==> config.mk <==
export PLATFORM = sky130hd
export DESIGN_NAME = ordered_task_list
export DESIGN_NICKNAME = d
export VERILOG_FILES = /design/src/rtl/core/otl_pkg.sv /design/src/rtl/core/ordered_task_list.sv /design/src/rtl/core/otl_mem.sv /design/src/rtl/core/otl_ctrl.sv /design/src/rtl/core/otl_outbuf.sv
export SDC_FILE = /design/constraint.sdc
export NUM_CORES = 2
export LEC_CHECK = 0
export ABC_AREA = 1
export CAP_MARGIN = 20
export CELL_PAD_IN_SITES_DETAIL_PLACEMENT = 1
export CELL_PAD_IN_SITES_GLOBAL_PLACEMENT = 2
export CORE_UTILIZATION = 39
export DETAILED_ROUTE_END_ITERATION = 6
export DONT_BUFFER_PORTS = 1
export PLACE_DENSITY_LB_ADDON = 0.12
export RECOVER_POWER = 50
export SETUP_SLACK_MARGIN = 0.4
export SLEW_MARGIN = 20
export SYNTH_ARGS = -nofsm -noshare
export SYNTH_HDL_FRONTEND = slang
export SYNTH_SLANG_ARGS = --single-unit
export TNS_END_PERCENT = 30
==> constraint.sdc <==
create_clock -name clk -period 3.9 [get_ports clk]
set_input_delay 0.195 -clock clk [delete_from_list [all_inputs] [get_ports clk]]
set_output_delay 0.195 -clock clk [all_outputs]
set_load 0.05 [all_outputs]
==> src/rtl/core/otl_pkg.sv <==
// Shared types, codes and defaults of the ordered task list.
package otl_pkg;

	localparam int DEPTH_DEF = 32;
	localparam int POS_W     = 6;

	localparam logic [1:0] OP_APPEND = 2'd0;
	localparam logic [1:0] OP_REMOVE = 2'd1;
	localparam logic [1:0] OP_CAT    = 2'd2;
	localparam logic [1:0] OP_PRIO   = 2'd3;

	localparam logic [1:0] ST_OK      = 2'd0;
	localparam logic [1:0] ST_BADPOS  = 2'd1;
	localparam logic [1:0] ST_FULL    = 2'd2;
	localparam logic [1:0] ST_NOMATCH = 2'd3;

	typedef struct packed {
		logic [15:0] task_id;
		logic [7:0]  category;
		logic [7:0]  prio;
	} rec_t;

	typedef struct packed {
		rec_t             rec;
		logic [POS_W-1:0] pos;
		logic [1:0]       status;
		logic             last;
	} res_t;

endpackage

==> src/rtl/core/ordered_task_list.sv <==
// Top level of the ordered task list: record store, sequencer and output register.
//
//  Channel | Handshake            | Payload
//  --------+----------------------+------------------------------------------------
//  in      | in_valid / in_ready  | op, category, priority_req, task_id, position
//  out     | out_valid / out_ready| out_task_id, out_category, out_priority,
//          |                      | match_position, status, last
//
// One item is worked on at a time; the next item is accepted as soon as the final
// result of the current one has moved into the output register. A remove and a search
// read the records one after another, since the single read port of the record store
// delivers one record per cycle. A stalled output holds the search scan in place.
// Reset clears the record count and the control state; the record store itself is not
// cleared.
module ordered_task_list #(
	parameter int DEPTH = otl_pkg::DEPTH_DEF
) (
	input  logic        clk,
	input  logic        arst_n,
	input  logic        in_valid,
	output logic        in_ready,
	input  logic [1:0]  op,
	input  logic [7:0]  category,
	input  logic [7:0]  priority_req,
	input  logic [15:0] task_id,
	input  logic [5:0]  position,
	output logic        out_valid,
	input  logic        out_ready,
	output logic [15:0] out_task_id,
	output logic [7:0]  out_category,
	output logic [7:0]  out_priority,
	output logic [5:0]  match_position,
	output logic [1:0]  status,
	output logic        last
);

	localparam int AW = $clog2(DEPTH);

	logic          we;
	logic [AW-1:0] waddr;
	logic [AW-1:0] raddr;
	otl_pkg::rec_t wdata;
	otl_pkg::rec_t rdata;
	logic          res_valid;
	logic          res_ready;
	otl_pkg::res_t res;
	otl_pkg::res_t out_res;

	// The records live in one synchronous memory, in list order from entry zero.
	otl_mem #(
		.DEPTH(DEPTH)
	) u_mem (
		.clk  (clk),
		.we   (we),
		.waddr(waddr),
		.wdata(wdata),
		.raddr(raddr),
		.rdata(rdata)
	);

	// The sequencer appends, shifts records down after a remove, and scans for
	// matches. A search match is held back until the next match or the end of
	// the scan shows whether it is the final result.
	otl_ctrl #(
		.DEPTH(DEPTH)
	) u_ctrl (
		.clk         (clk),
		.arst_n      (arst_n),
		.in_valid    (in_valid),
		.in_ready    (in_ready),
		.op          (op),
		.category    (category),
		.priority_req(priority_req),
		.task_id     (task_id),
		.position    (position),
		.we          (we),
		.waddr       (waddr),
		.wdata       (wdata),
		.raddr       (raddr),
		.rdata       (rdata),
		.res_valid   (res_valid),
		.res         (res),
		.res_ready   (res_ready)
	);

	// The output register decouples the consumer from the sequencer.
	otl_outbuf u_outbuf (
		.clk      (clk),
		.arst_n   (arst_n),
		.res_valid(res_valid),
		.res      (res),
		.res_ready(res_ready),
		.out_valid(out_valid),
		.out_ready(out_ready),
		.out_res  (out_res)
	);

	assign out_task_id    = out_res.rec.task_id;
	assign out_category   = out_res.rec.category;
	assign out_priority   = out_res.rec.prio;
	assign match_position = out_res.pos;
	assign status         = out_res.status;
	assign last           = out_res.last;

endmodule

==> src/rtl/core/otl_mem.sv <==
// Record store: one write port and one read port with registered read data.
module otl_mem #(
	parameter int DEPTH = otl_pkg::DEPTH_DEF
) (
	input  logic                       clk,
	input  logic                       we,
	input  logic [$clog2(DEPTH)-1:0]   waddr,
	input  otl_pkg::rec_t              wdata,
	input  logic [$clog2(DEPTH)-1:0]   raddr,
	output otl_pkg::rec_t              rdata
);

	otl_pkg::rec_t mem [DEPTH];

	always_ff @(posedge clk) begin
		if (we) begin
			mem[waddr] <= wdata;
		end
	end

	always_ff @(posedge clk) begin
		rdata <= mem[raddr];
	end

endmodule

==> src/rtl/core/otl_ctrl.sv <==
// Sequencer: list count, append writes, remove shift pass and search scan.
module otl_ctrl #(
	parameter int DEPTH = otl_pkg::DEPTH_DEF
) (
	input  logic                       clk,
	input  logic                       arst_n,
	input  logic                       in_valid,
	output logic                       in_ready,
	input  logic [1:0]                 op,
	input  logic [7:0]                 category,
	input  logic [7:0]                 priority_req,
	input  logic [15:0]                task_id,
	input  logic [5:0]                 position,
	output logic                       we,
	output logic [$clog2(DEPTH)-1:0]   waddr,
	output otl_pkg::rec_t              wdata,
	output logic [$clog2(DEPTH)-1:0]   raddr,
	input  otl_pkg::rec_t              rdata,
	output logic                       res_valid,
	output otl_pkg::res_t              res,
	input  logic                       res_ready
);

	localparam int AW = $clog2(DEPTH);
	localparam int CW = $clog2(DEPTH + 1);
	localparam int KW = (CW > otl_pkg::POS_W) ? CW : otl_pkg::POS_W;

	localparam logic [1:0] S_IDLE = 2'd0;
	localparam logic [1:0] S_SCAN = 2'd1;
	localparam logic [1:0] S_FIN  = 2'd2;

	logic [1:0]              state_q;
	logic [CW-1:0]           count_q;
	logic                    v_s1;
	logic                    pend_v_q;
	logic [CW-1:0]           idx_s1;
	logic [CW-1:0]           scan_q;
	logic [1:0]              mode_q;
	logic [7:0]              key_q;
	otl_pkg::rec_t           pend_q;
	logic [otl_pkg::POS_W-1:0] pend_pos_q;
	otl_pkg::res_t           fin_q;

	logic acc, full, pos_bad, is_rm, key_hit, match, need_push;
	logic consume, advance, more, scan_done;

	always_comb begin
		in_ready  = (state_q == S_IDLE);
		acc       = in_valid && in_ready;
		full      = (count_q == CW'(DEPTH));
		pos_bad   = (position == '0) || (KW'(position) > KW'(count_q));
		is_rm     = (mode_q == otl_pkg::OP_REMOVE);
		key_hit   = (mode_q == otl_pkg::OP_CAT) ? (rdata.category == key_q)
		                                         : (rdata.prio == key_q);
		match     = !is_rm && v_s1 && key_hit;
		need_push = match && pend_v_q;
		consume   = v_s1 && (!need_push || res_ready);
		advance   = !v_s1 || consume;
		more      = (scan_q < count_q);
		scan_done = !v_s1 && !more;
		// A stalled entry is read again so the read data stays in place.
		raddr     = advance ? scan_q[AW-1:0] : idx_s1[AW-1:0];

		we    = 1'b0;
		waddr = count_q[AW-1:0];
		wdata = '{task_id: task_id, category: category, prio: priority_req};
		if (acc && (op == otl_pkg::OP_APPEND) && !full) begin
			we = 1'b1;
		end
		if ((state_q == S_SCAN) && is_rm && v_s1 && pend_v_q) begin
			// Shift each later record down by one place.
			we    = 1'b1;
			waddr = idx_s1[AW-1:0] - AW'(1);
			wdata = rdata;
		end

		res_valid = 1'b0;
		res       = fin_q;
		unique case (state_q)
			S_SCAN: begin
				res_valid = need_push;
				res       = '{rec: pend_q, pos: pend_pos_q, status: otl_pkg::ST_OK,
				              last: 1'b0};
			end
			S_FIN: begin
				res_valid = 1'b1;
			end
			default: begin
				res_valid = 1'b0;
			end
		endcase
	end

	always_ff @(posedge clk or negedge arst_n) begin
		if (!arst_n) begin
			state_q  <= S_IDLE;
			count_q  <= '0;
			v_s1     <= 1'b0;
			pend_v_q <= 1'b0;
		end else begin
			unique case (state_q)
				S_IDLE: begin
					if (acc) begin
						v_s1     <= 1'b0;
						pend_v_q <= 1'b0;
						unique case (op)
							otl_pkg::OP_APPEND: begin
								if (!full) begin
									count_q <= count_q + CW'(1);
								end
								state_q <= S_FIN;
							end
							otl_pkg::OP_REMOVE: begin
								state_q <= pos_bad ? S_FIN : S_SCAN;
							end
							default: begin
								state_q <= S_SCAN;
							end
						endcase
					end
				end
				S_SCAN: begin
					if (advance) begin
						v_s1 <= more;
					end
					if ((is_rm && v_s1) || (match && consume)) begin
						pend_v_q <= 1'b1;
					end
					if (scan_done) begin
						state_q <= S_FIN;
						if (is_rm) begin
							count_q <= count_q - CW'(1);
						end
					end
				end
				S_FIN: begin
					if (res_ready) begin
						state_q <= S_IDLE;
					end
				end
				default: begin
					state_q <= S_IDLE;
				end
			endcase
		end
	end

	always_ff @(posedge clk) begin
		unique case (state_q)
			S_IDLE: begin
				if (acc) begin
					mode_q     <= op;
					key_q      <= (op == otl_pkg::OP_CAT) ? category : priority_req;
					pend_pos_q <= position;
					scan_q     <= (op == otl_pkg::OP_REMOVE) ? CW'(position) - CW'(1)
					                                         : '0;
					fin_q      <= '{rec: '0, pos: '0,
					                status: (op == otl_pkg::OP_REMOVE) ? otl_pkg::ST_BADPOS
					                      : ((op == otl_pkg::OP_APPEND) && full)
					                        ? otl_pkg::ST_FULL : otl_pkg::ST_OK,
					                last: 1'b1};
				end
			end
			S_SCAN: begin
				if (advance && more) begin
					scan_q <= scan_q + CW'(1);
					idx_s1 <= scan_q;
				end
				if (is_rm && v_s1 && !pend_v_q) begin
					pend_q <= rdata;
				end
				if (match && consume) begin
					pend_q     <= rdata;
					pend_pos_q <= otl_pkg::POS_W'(idx_s1) + otl_pkg::POS_W'(1);
				end
				if (scan_done) begin
					if (is_rm || pend_v_q) begin
						fin_q <= '{rec: pend_q, pos: pend_pos_q, status: otl_pkg::ST_OK,
						           last: 1'b1};
					end else begin
						fin_q <= '{rec: '0, pos: '0, status: otl_pkg::ST_NOMATCH,
						           last: 1'b1};
					end
				end
			end
			default: begin
			end
		endcase
	end

endmodule

==> src/rtl/core/otl_outbuf.sv <==
// Output register that holds one result item until the consumer takes it.
module otl_outbuf (
	input  logic          clk,
	input  logic          arst_n,
	input  logic          res_valid,
	input  otl_pkg::res_t res,
	output logic          res_ready,
	output logic          out_valid,
	input  logic          out_ready,
	output otl_pkg::res_t out_res
);

	logic          valid_q;
	otl_pkg::res_t data_q;

	assign res_ready = !valid_q || out_ready;
	assign out_valid = valid_q;
	assign out_res   = data_q;

	always_ff @(posedge clk or negedge arst_n) begin
		if (!arst_n) begin
			valid_q <= 1'b0;
		end else if (res_ready) begin
			valid_q <= res_valid;
		end
	end

	always_ff @(posedge clk) begin
		if (res_ready && res_valid) begin
			data_q <= res;
		end
	end

endmodule

After elaboration in Yosys (flattened, before gate mapping)
Memory sizes are Yosys's and may differ from the RTL's. A register that Yosys moved wholly into a read port is not among the register bits.
Index checks and enable logic that the tools add are counted.
Widths: inputs -> output; s select.
{"block": "word_totals", "register_bits": 153, "mem_bits_rw": 1024, "input_bits": 44, "output_inout_bits": 43, "elab_cells": 141, "mem_count": 1}
{"memory": "u_mem.mem", "depth": 32, "word_bits": 32, "rd": 1, "rd_clocked_by_memory_dff": 1, "write_ports": 1, "line_no": "otl_mem.sv:13", "source": "otl_pkg::rec_t mem [DEPTH];"}
{"block": "classes", "n_addsub": 6, "n_lt_le_gt_ge": 2, "eq_ne": 19, "mux": 43, "reduce_logical": 45}
{"operator": "$mux 41", "count": 4}
{"operator": "$mux 32", "count": 3}
{"operator": "$pmux 41 s2", "count": 1}
{"operator": "$mux 6", "count": 10}
{"operator": "$pmux 6 s2", "count": 3}
{"operator": "$add 6x1->6 const B", "count": 3}
{"operator": "$reduce_and 3->1", "count": 6}
{"operator": "$logic_and 1x1->1", "count": 17}
{"operator": "$eq 8x8->1", "count": 2}
{"operator": "$mux 2", "count": 6}
{"operator": "$ne 2x1->1 const B", "count": 6}
{"operator": "$sub 6x1->6 const B", "count": 2}
{"operator": "$mux 5", "count": 2}
{"operator": "$mux 1", "count": 8}
{"operator": "$mux 8", "count": 1}
{"operator": "$ne 2x2->1 const B", "count": 4}
{"operator": "$logic_not 1->1", "count": 7}
{"operator": "$eq 2x1->1 const B", "count": 3}
{"operator": "$eq 2x2->1 const B", "count": 3}
{"operator": "$eq 6x6->1 const B", "count": 1}
{"operator": "$gt 6x6->1", "count": 1}
{"operator": "$logic_not 6->1", "count": 1}
{"operator": "$logic_or 1x1->1", "count": 6}
{"operator": "$lt 6x6->1", "count": 1}
{"operator": "other kinds (8)", "count": 14}

Longest topological paths before layout
{"block": "depth", "ltp_word": 12, "mapped_depth": 22, "ltp_nobuf": 20}

Cells and area by module
Synthesis repeated with hierarchy kept, for this count alone.
{"block": "unflattened", "cells_unflattened": 4277, "hier_area_um2": 49755.2}
{"mod": "otl_mem", "n_inst": 1, "cells_each": 3536, "area_per_inst_um2": 42405.7, "seq_area_each_um2": 31390.1}
{"mod": "otl_ctrl", "n_inst": 1, "cells_each": 694, "area_per_inst_um2": 6073.3, "seq_area_each_um2": 3253.1}
{"mod": "otl_outbuf", "n_inst": 1, "cells_each": 47, "area_per_inst_um2": 1276.2, "seq_area_each_um2": 1256.2}

Least setup slack after synthesis
Ideal clock, no wire load.
{"block": "synth_path", "path_type": "register to register", "start": "register u_ctrl.state_q[0]", "end": "register u_ctrl.count_q[5]", "setup_time_ns": 0.079, "arrival_time_ns": 4.192, "required_ns": 3.821, "path_slack_ns": -0.371, "stages_incl_launch_ff": 10, "path_buffers": 0, "period_less_slack_ns": 4.271, "path_cell_list": "dfrtp_1 -> inv_1 -> ha_1 -> nor2_1 -> nor2_1 -> inv_1 -> nor2_1 -> nand3_1 -> nor2_1 -> xor2_1"}
{"block": "synth_between", "elab_chain_cells": 4, "word_cells_on_any_way": 11, "classes_between": "eq/ne: 6; mux: 1; reduce/logical: 4"}
{"element": "start, declared", "line_no": "otl_ctrl.sv:32", "source": "logic [1:0] state_q;"}
{"element": "start signal, assigned", "line_no": "otl_ctrl.sv:114", "source": "state_q <= pos_bad ? S_FIN : S_SCAN;"}
{"element": "$logic_not 2->1 (*)", "line_no": "otl_ctrl.sv:48", "source": "in_ready = (state_q == S_IDLE);"}
{"element": "via in_ready", "line_no": "ordered_task_list.sv:21", "source": "output logic in_ready,"}
{"element": "$logic_and 1x1->1", "line_no": "otl_ctrl.sv:49", "source": "acc = in_valid && in_ready;"}
{"element": "$ne 2x1->1 (no source line)"}
{"element": "$reduce_and 6->1 (no source line)"}
{"element": "end signal, assigned", "line_no": "otl_ctrl.sv:109", "source": "count_q <= count_q + CW'(1);"}
{"element": "end signal, assigned", "line_no": "otl_ctrl.sv:132", "source": "count_q <= count_q - CW'(1);"}
{"element": "end, declared", "line_no": "otl_ctrl.sv:33", "source": "logic [CW-1:0] count_q;"}
Mark *: on every way through the listed nets, which the timed path passes. The rest lies on a longest branch.
A chain may end at the register's enable or synchronous reset.

==> results by group <==
Run status
  – Outcome: finished with violations
  – Failing checks: DRC, capacitance limit, slew limit

Logic synthesis
  – Post-synthesis adder-cell area fraction: 0.5841%
  – Largest family of logic cells by synthesized area: simple AND/OR/NAND/NOR gates
  – Number of enable flip-flop cells after synthesis: ~1.2k
  – Post-synthesis xor/xnor area fraction: 0.2327%
  – Post-Synth Simple-Gate Area: a little under a quarter
  – Compound-Gate Fraction of Synth Area: about 1.1%
  – Ys flop type: edfxtp_1
  – Asr flop ratio synth: 0.9106%
  – Avg Synthesized Cell Area: roughly 11 µm²
  – Syn Nets: 4928
  – Multiplexer area fraction after synthesis: 0.1496%
  – Synthesis-stage register bit count: 1208
  – Cells after synthesis: 4860
  – Mapped Area: 52700 µm²
  – Yosys cell types: 37
  – Sequential area share after synthesis: 68.12%
  – Yosys Warn Count: 0

Timing
  – FMAX: 284.9 MHz
  – Fin Hold WS: 0.1064 ns
  – RSZ-0062 raised after global routing: yes
  – Final setup viols: 0
  – Final Cycle Share: 90.01%
  – Setup TNS Final: 0 ns
  – Worst slew pin tran: between 1.5 and 2 ns
  – Max Slew Vio Count: 264
  – Rel. slew slack: -14.15%
  – Fin crit period: 3.511 ns
  – Final hold violation count: 0
  – Setup ws final: 0.3894 ns
  – Clock skew: ~0.032 ns

Final layout
  – Commonest non-fill, non-tap cells in the layout: 1255 x nand2_1, 1165 x edfxtp_1, 1059 x nand3_1
  – Nets: between 5k and 6k
  – Commonest non-fill, non-tap cell in the layout: nand2_1
  – Synthesis-to-layout area growth: 16.62%
  – Layout cells sized above 1: 9.852%

Global routing
  – Vias in the first global route: 37.69k
  – Pin count of the biggest net entering global routing: 85
  – Total grt overflow: 0
  – First-pass GRT wire length: 264.0 mm
  – Antenna violations before repair: 7
  – GRT Overall Usage: 26.46%

Worst setup path
  – Critical R2R Launch: u_ctrl.mode_q[0]
  – Critical path destination: u_mem.mem[0][9]
  – Worst-case reg-to-reg path depth: 8
  – Setup CP Type: flop to flop
  – Arr. time, crit path: between 3 and 4 ns
  – Critical path, cell by cell: inv_4 -> nor2_1 -> inv_1 -> nor2_1 -> nand3_1 -> clkbuf_2 -> o21ai_0 -> clkbuf_1
  – R2r endpoint: u_mem.mem[0][9]
  – Critical path required time: around 4.2 ns
  – Endpoint type of the worst setup path: flop
  – CP Launch Type: flop
  – R2r setup slk: 0.39 ns
  – Slowest cell on crit path: clkbuf_1
  – Most numerous cell on the critical path: nor2_1
  – Slowest stage delay, CP: about 1.2 ns
  – Setup crit start: u_ctrl.mode_q[0]
  – Worst Path Max Fanout: 32

Pwr
  – Register share of total power: 37.5%
  – Logic pwr share: about 34%
  – Internal: 27300 µW
  – Net switching power figure: 16660 µW
  – Power Density: a little over 700 nW/µm²
  – Net Sw Frac: 37.89%
  – Final Total Pwr: approximately 44000 µW
  – LEAKAGE: 0.02447 µW
  – Clock power frac: 28.8%
  – Max VDD drop: 0.5604 mV

Placement
  – GP Congestion: 0.8125
  – PortBufs: 0
  – Worst slack, placed: 0.2073 ns
  – Dpl hpwl: 104.6 mm

Die
  – Ports: 87
  – Core region area: 133800 µm²
  – Die W: about 370 µm
  – Rows: 134
  – Starting density of the core: 39.39%
  – Chip Height: 369.6 µm
  – Die Footprint: 136600 µm²

Route
  – Initial DRC count: around 3.3k
  – Uppermost routed layer: met4
  – DRT Pass-1 Iters: 7
  – Vias per std cell: 5.359
  – WL met3: 9.002 mm
  – ANT nets after route: 0
  – Wl on met1: 82.56 mm
  – Vias: 36.97k
  – Final wirelength: 181.5 mm
  – Routed wl met2: 86.36 mm
  – # DRC: 26
  – Wire length per cell: ~26 µm

Clock network
  – Root buf cell: clkbuf_16
  – CTS clk-pin slew, worst paths: 0.06 ns
  – CTS Buf Count: 140
  – Sink Count: 1208
  – Clk_lat worst skew: just under 0.8 ns
  – Clock Path Buffers: 3
  – CTS tree: yes
  – H-tree levels: 4

Hold path
  – Worst Hold Class: input port to flop
  – Hold path cells: 2

Run
  – Max-Cap Viols: 8
==> through the flow <==
step | instance area [µm²] | utilization [%] | instances
6_report | 61460 | 45.93 | 6898
5_1_grt | 61450 | 45.93 | 6894
4_1_cts | 61310 | 45.82 | 6876
3_5_place_dp | 56380 | 42.14 | 6573
3_3_place_gp | 56380 | 42.14 | 6573
2_1_floorplan | 52700 | - | 4860
==> critical path: cells and delay by family, from the launching register on <==
| kind | cells | cell delay (ns) |
|---|---|---|
| AOI/OAI and AO/OA | 1 | 0.34 |
| buffers and inverters | 4 | 1.68 |
| DFF | 1 | 0.40 |
| and+or+nand+nor | 3 | 0.61 |
==> power groups by stage <==
| stage | sequential (µW) | clock, µW | combinational (µW) |
|---|---|---|---|
| floorplan | 16300 | 0 | 9000 |
| global placement | 16700 | 0 | 14200 |
| detailed placement | 16700 | 0 | 14300 |
| CTS | 16400 | 12900 | 14800 |
| global route | 16500 | 13300 | 16400 |
| finish | 16500 | 12600 | 14800 |
==> final cells by class <==
class,instances,area (µm²)
multi-input cells,2797,13470
repair buffers,311,3442
diodes,4,10.01
clock inverters,61,513.0
inverters,559,2127
well taps,1768,2212
clock buffers,190,3784
flip-flops and latches,1208,35900
fillers,14294,72340
==> worst min path at each step <==
stage | end | startpoint
after floorplan | u_ctrl.count_q[0] | arst_n
after global placement | u_ctrl.count_q[5] | arst_n
after detailed placement | u_ctrl.count_q[4] | arst_n
after CTS | u_mem.mem[17][19] | task_id[3]
after global routing | u_outbuf.out_valid | out_ready
final | u_outbuf.out_valid | out_ready
==> layer usage <==
metal	global-route usage, %	vias to the layer above
met5	0	-
met1	37.36	18997
li1	-	16831
met2	43.45	925
met4	6.175	0
met3	3.215	213
==> what timing repair did <==
action | CTS | global route
hold endpoints to repair | 665 | 0
pin swaps | 1 | 4
setup buffers | 6 | 13
cloned | 5 | 5
hold buffers | 41 | 0
resized for setup | 12 | 27
endpoints found under the setup margin | 8 | 46
==> logic make-up (layout without fill, tap and decap cells) <==
logic type,after synthesis,count (layout)
adder cells (fa/ha/maj),24,24
AO/OA/AOI/OAI,112,112
multiplexers,7,7
other,0,4
XOR/XNOR,14,14
flip-flops,1208,1208
AND/OR/NAND/NOR,2637,2640
buffers and inverters,858,1121
==> cell usage after synthesis, types with 4 or more instances <==
master | instances | share of area (%)
a21oi_1 | 15 | 0.14
buf_6 | 4 | 0.085
o21ai_0 | 83 | 0.79
inv_1 | 555 | 4.0
clkbuf_1 | 31 | 0.22
inv_2 | 4 | 0.028
nand3b_1 | 195 | 2.8
nand2_1 | 1258 | 9.0
mux2_2 | 7 | 0.15
dfxtp_1 | 32 | 1.2
buf_1 | 21 | 0.15
nand4_1 | 4 | 0.047
buf_2 | 185 | 1.8
nor2_1 | 109 | 0.78
nand3_1 | 1059 | 10
dfrtp_1 | 11 | 0.52
xor2_1 | 11 | 0.18
edfxtp_1 | 1165 | 66
buf_4 | 58 | 0.83
ha_1 | 23 | 0.55
==> flip-flops by register name, summed over array words and instances, names as in the netlist <==
name                flops
u_ctrl.pend_pos_q       6
u_ctrl.mode_q           2
u_ctrl.state_q          2
u_ctrl.v_s1             1
u_ctrl.idx_s1           6
u_ctrl.key_q            8
u_mem.rdata            32
u_mem.mem            1024
u_ctrl.pend_v_q         1
u_ctrl.count_q          6
u_ctrl.pend_q          32
u_ctrl.fin_q           40
u_outbuf.out_valid      1
u_outbuf.out_res       41
u_ctrl.scan_q           6
Note: power is estimated with default switching activity, not from simulation.
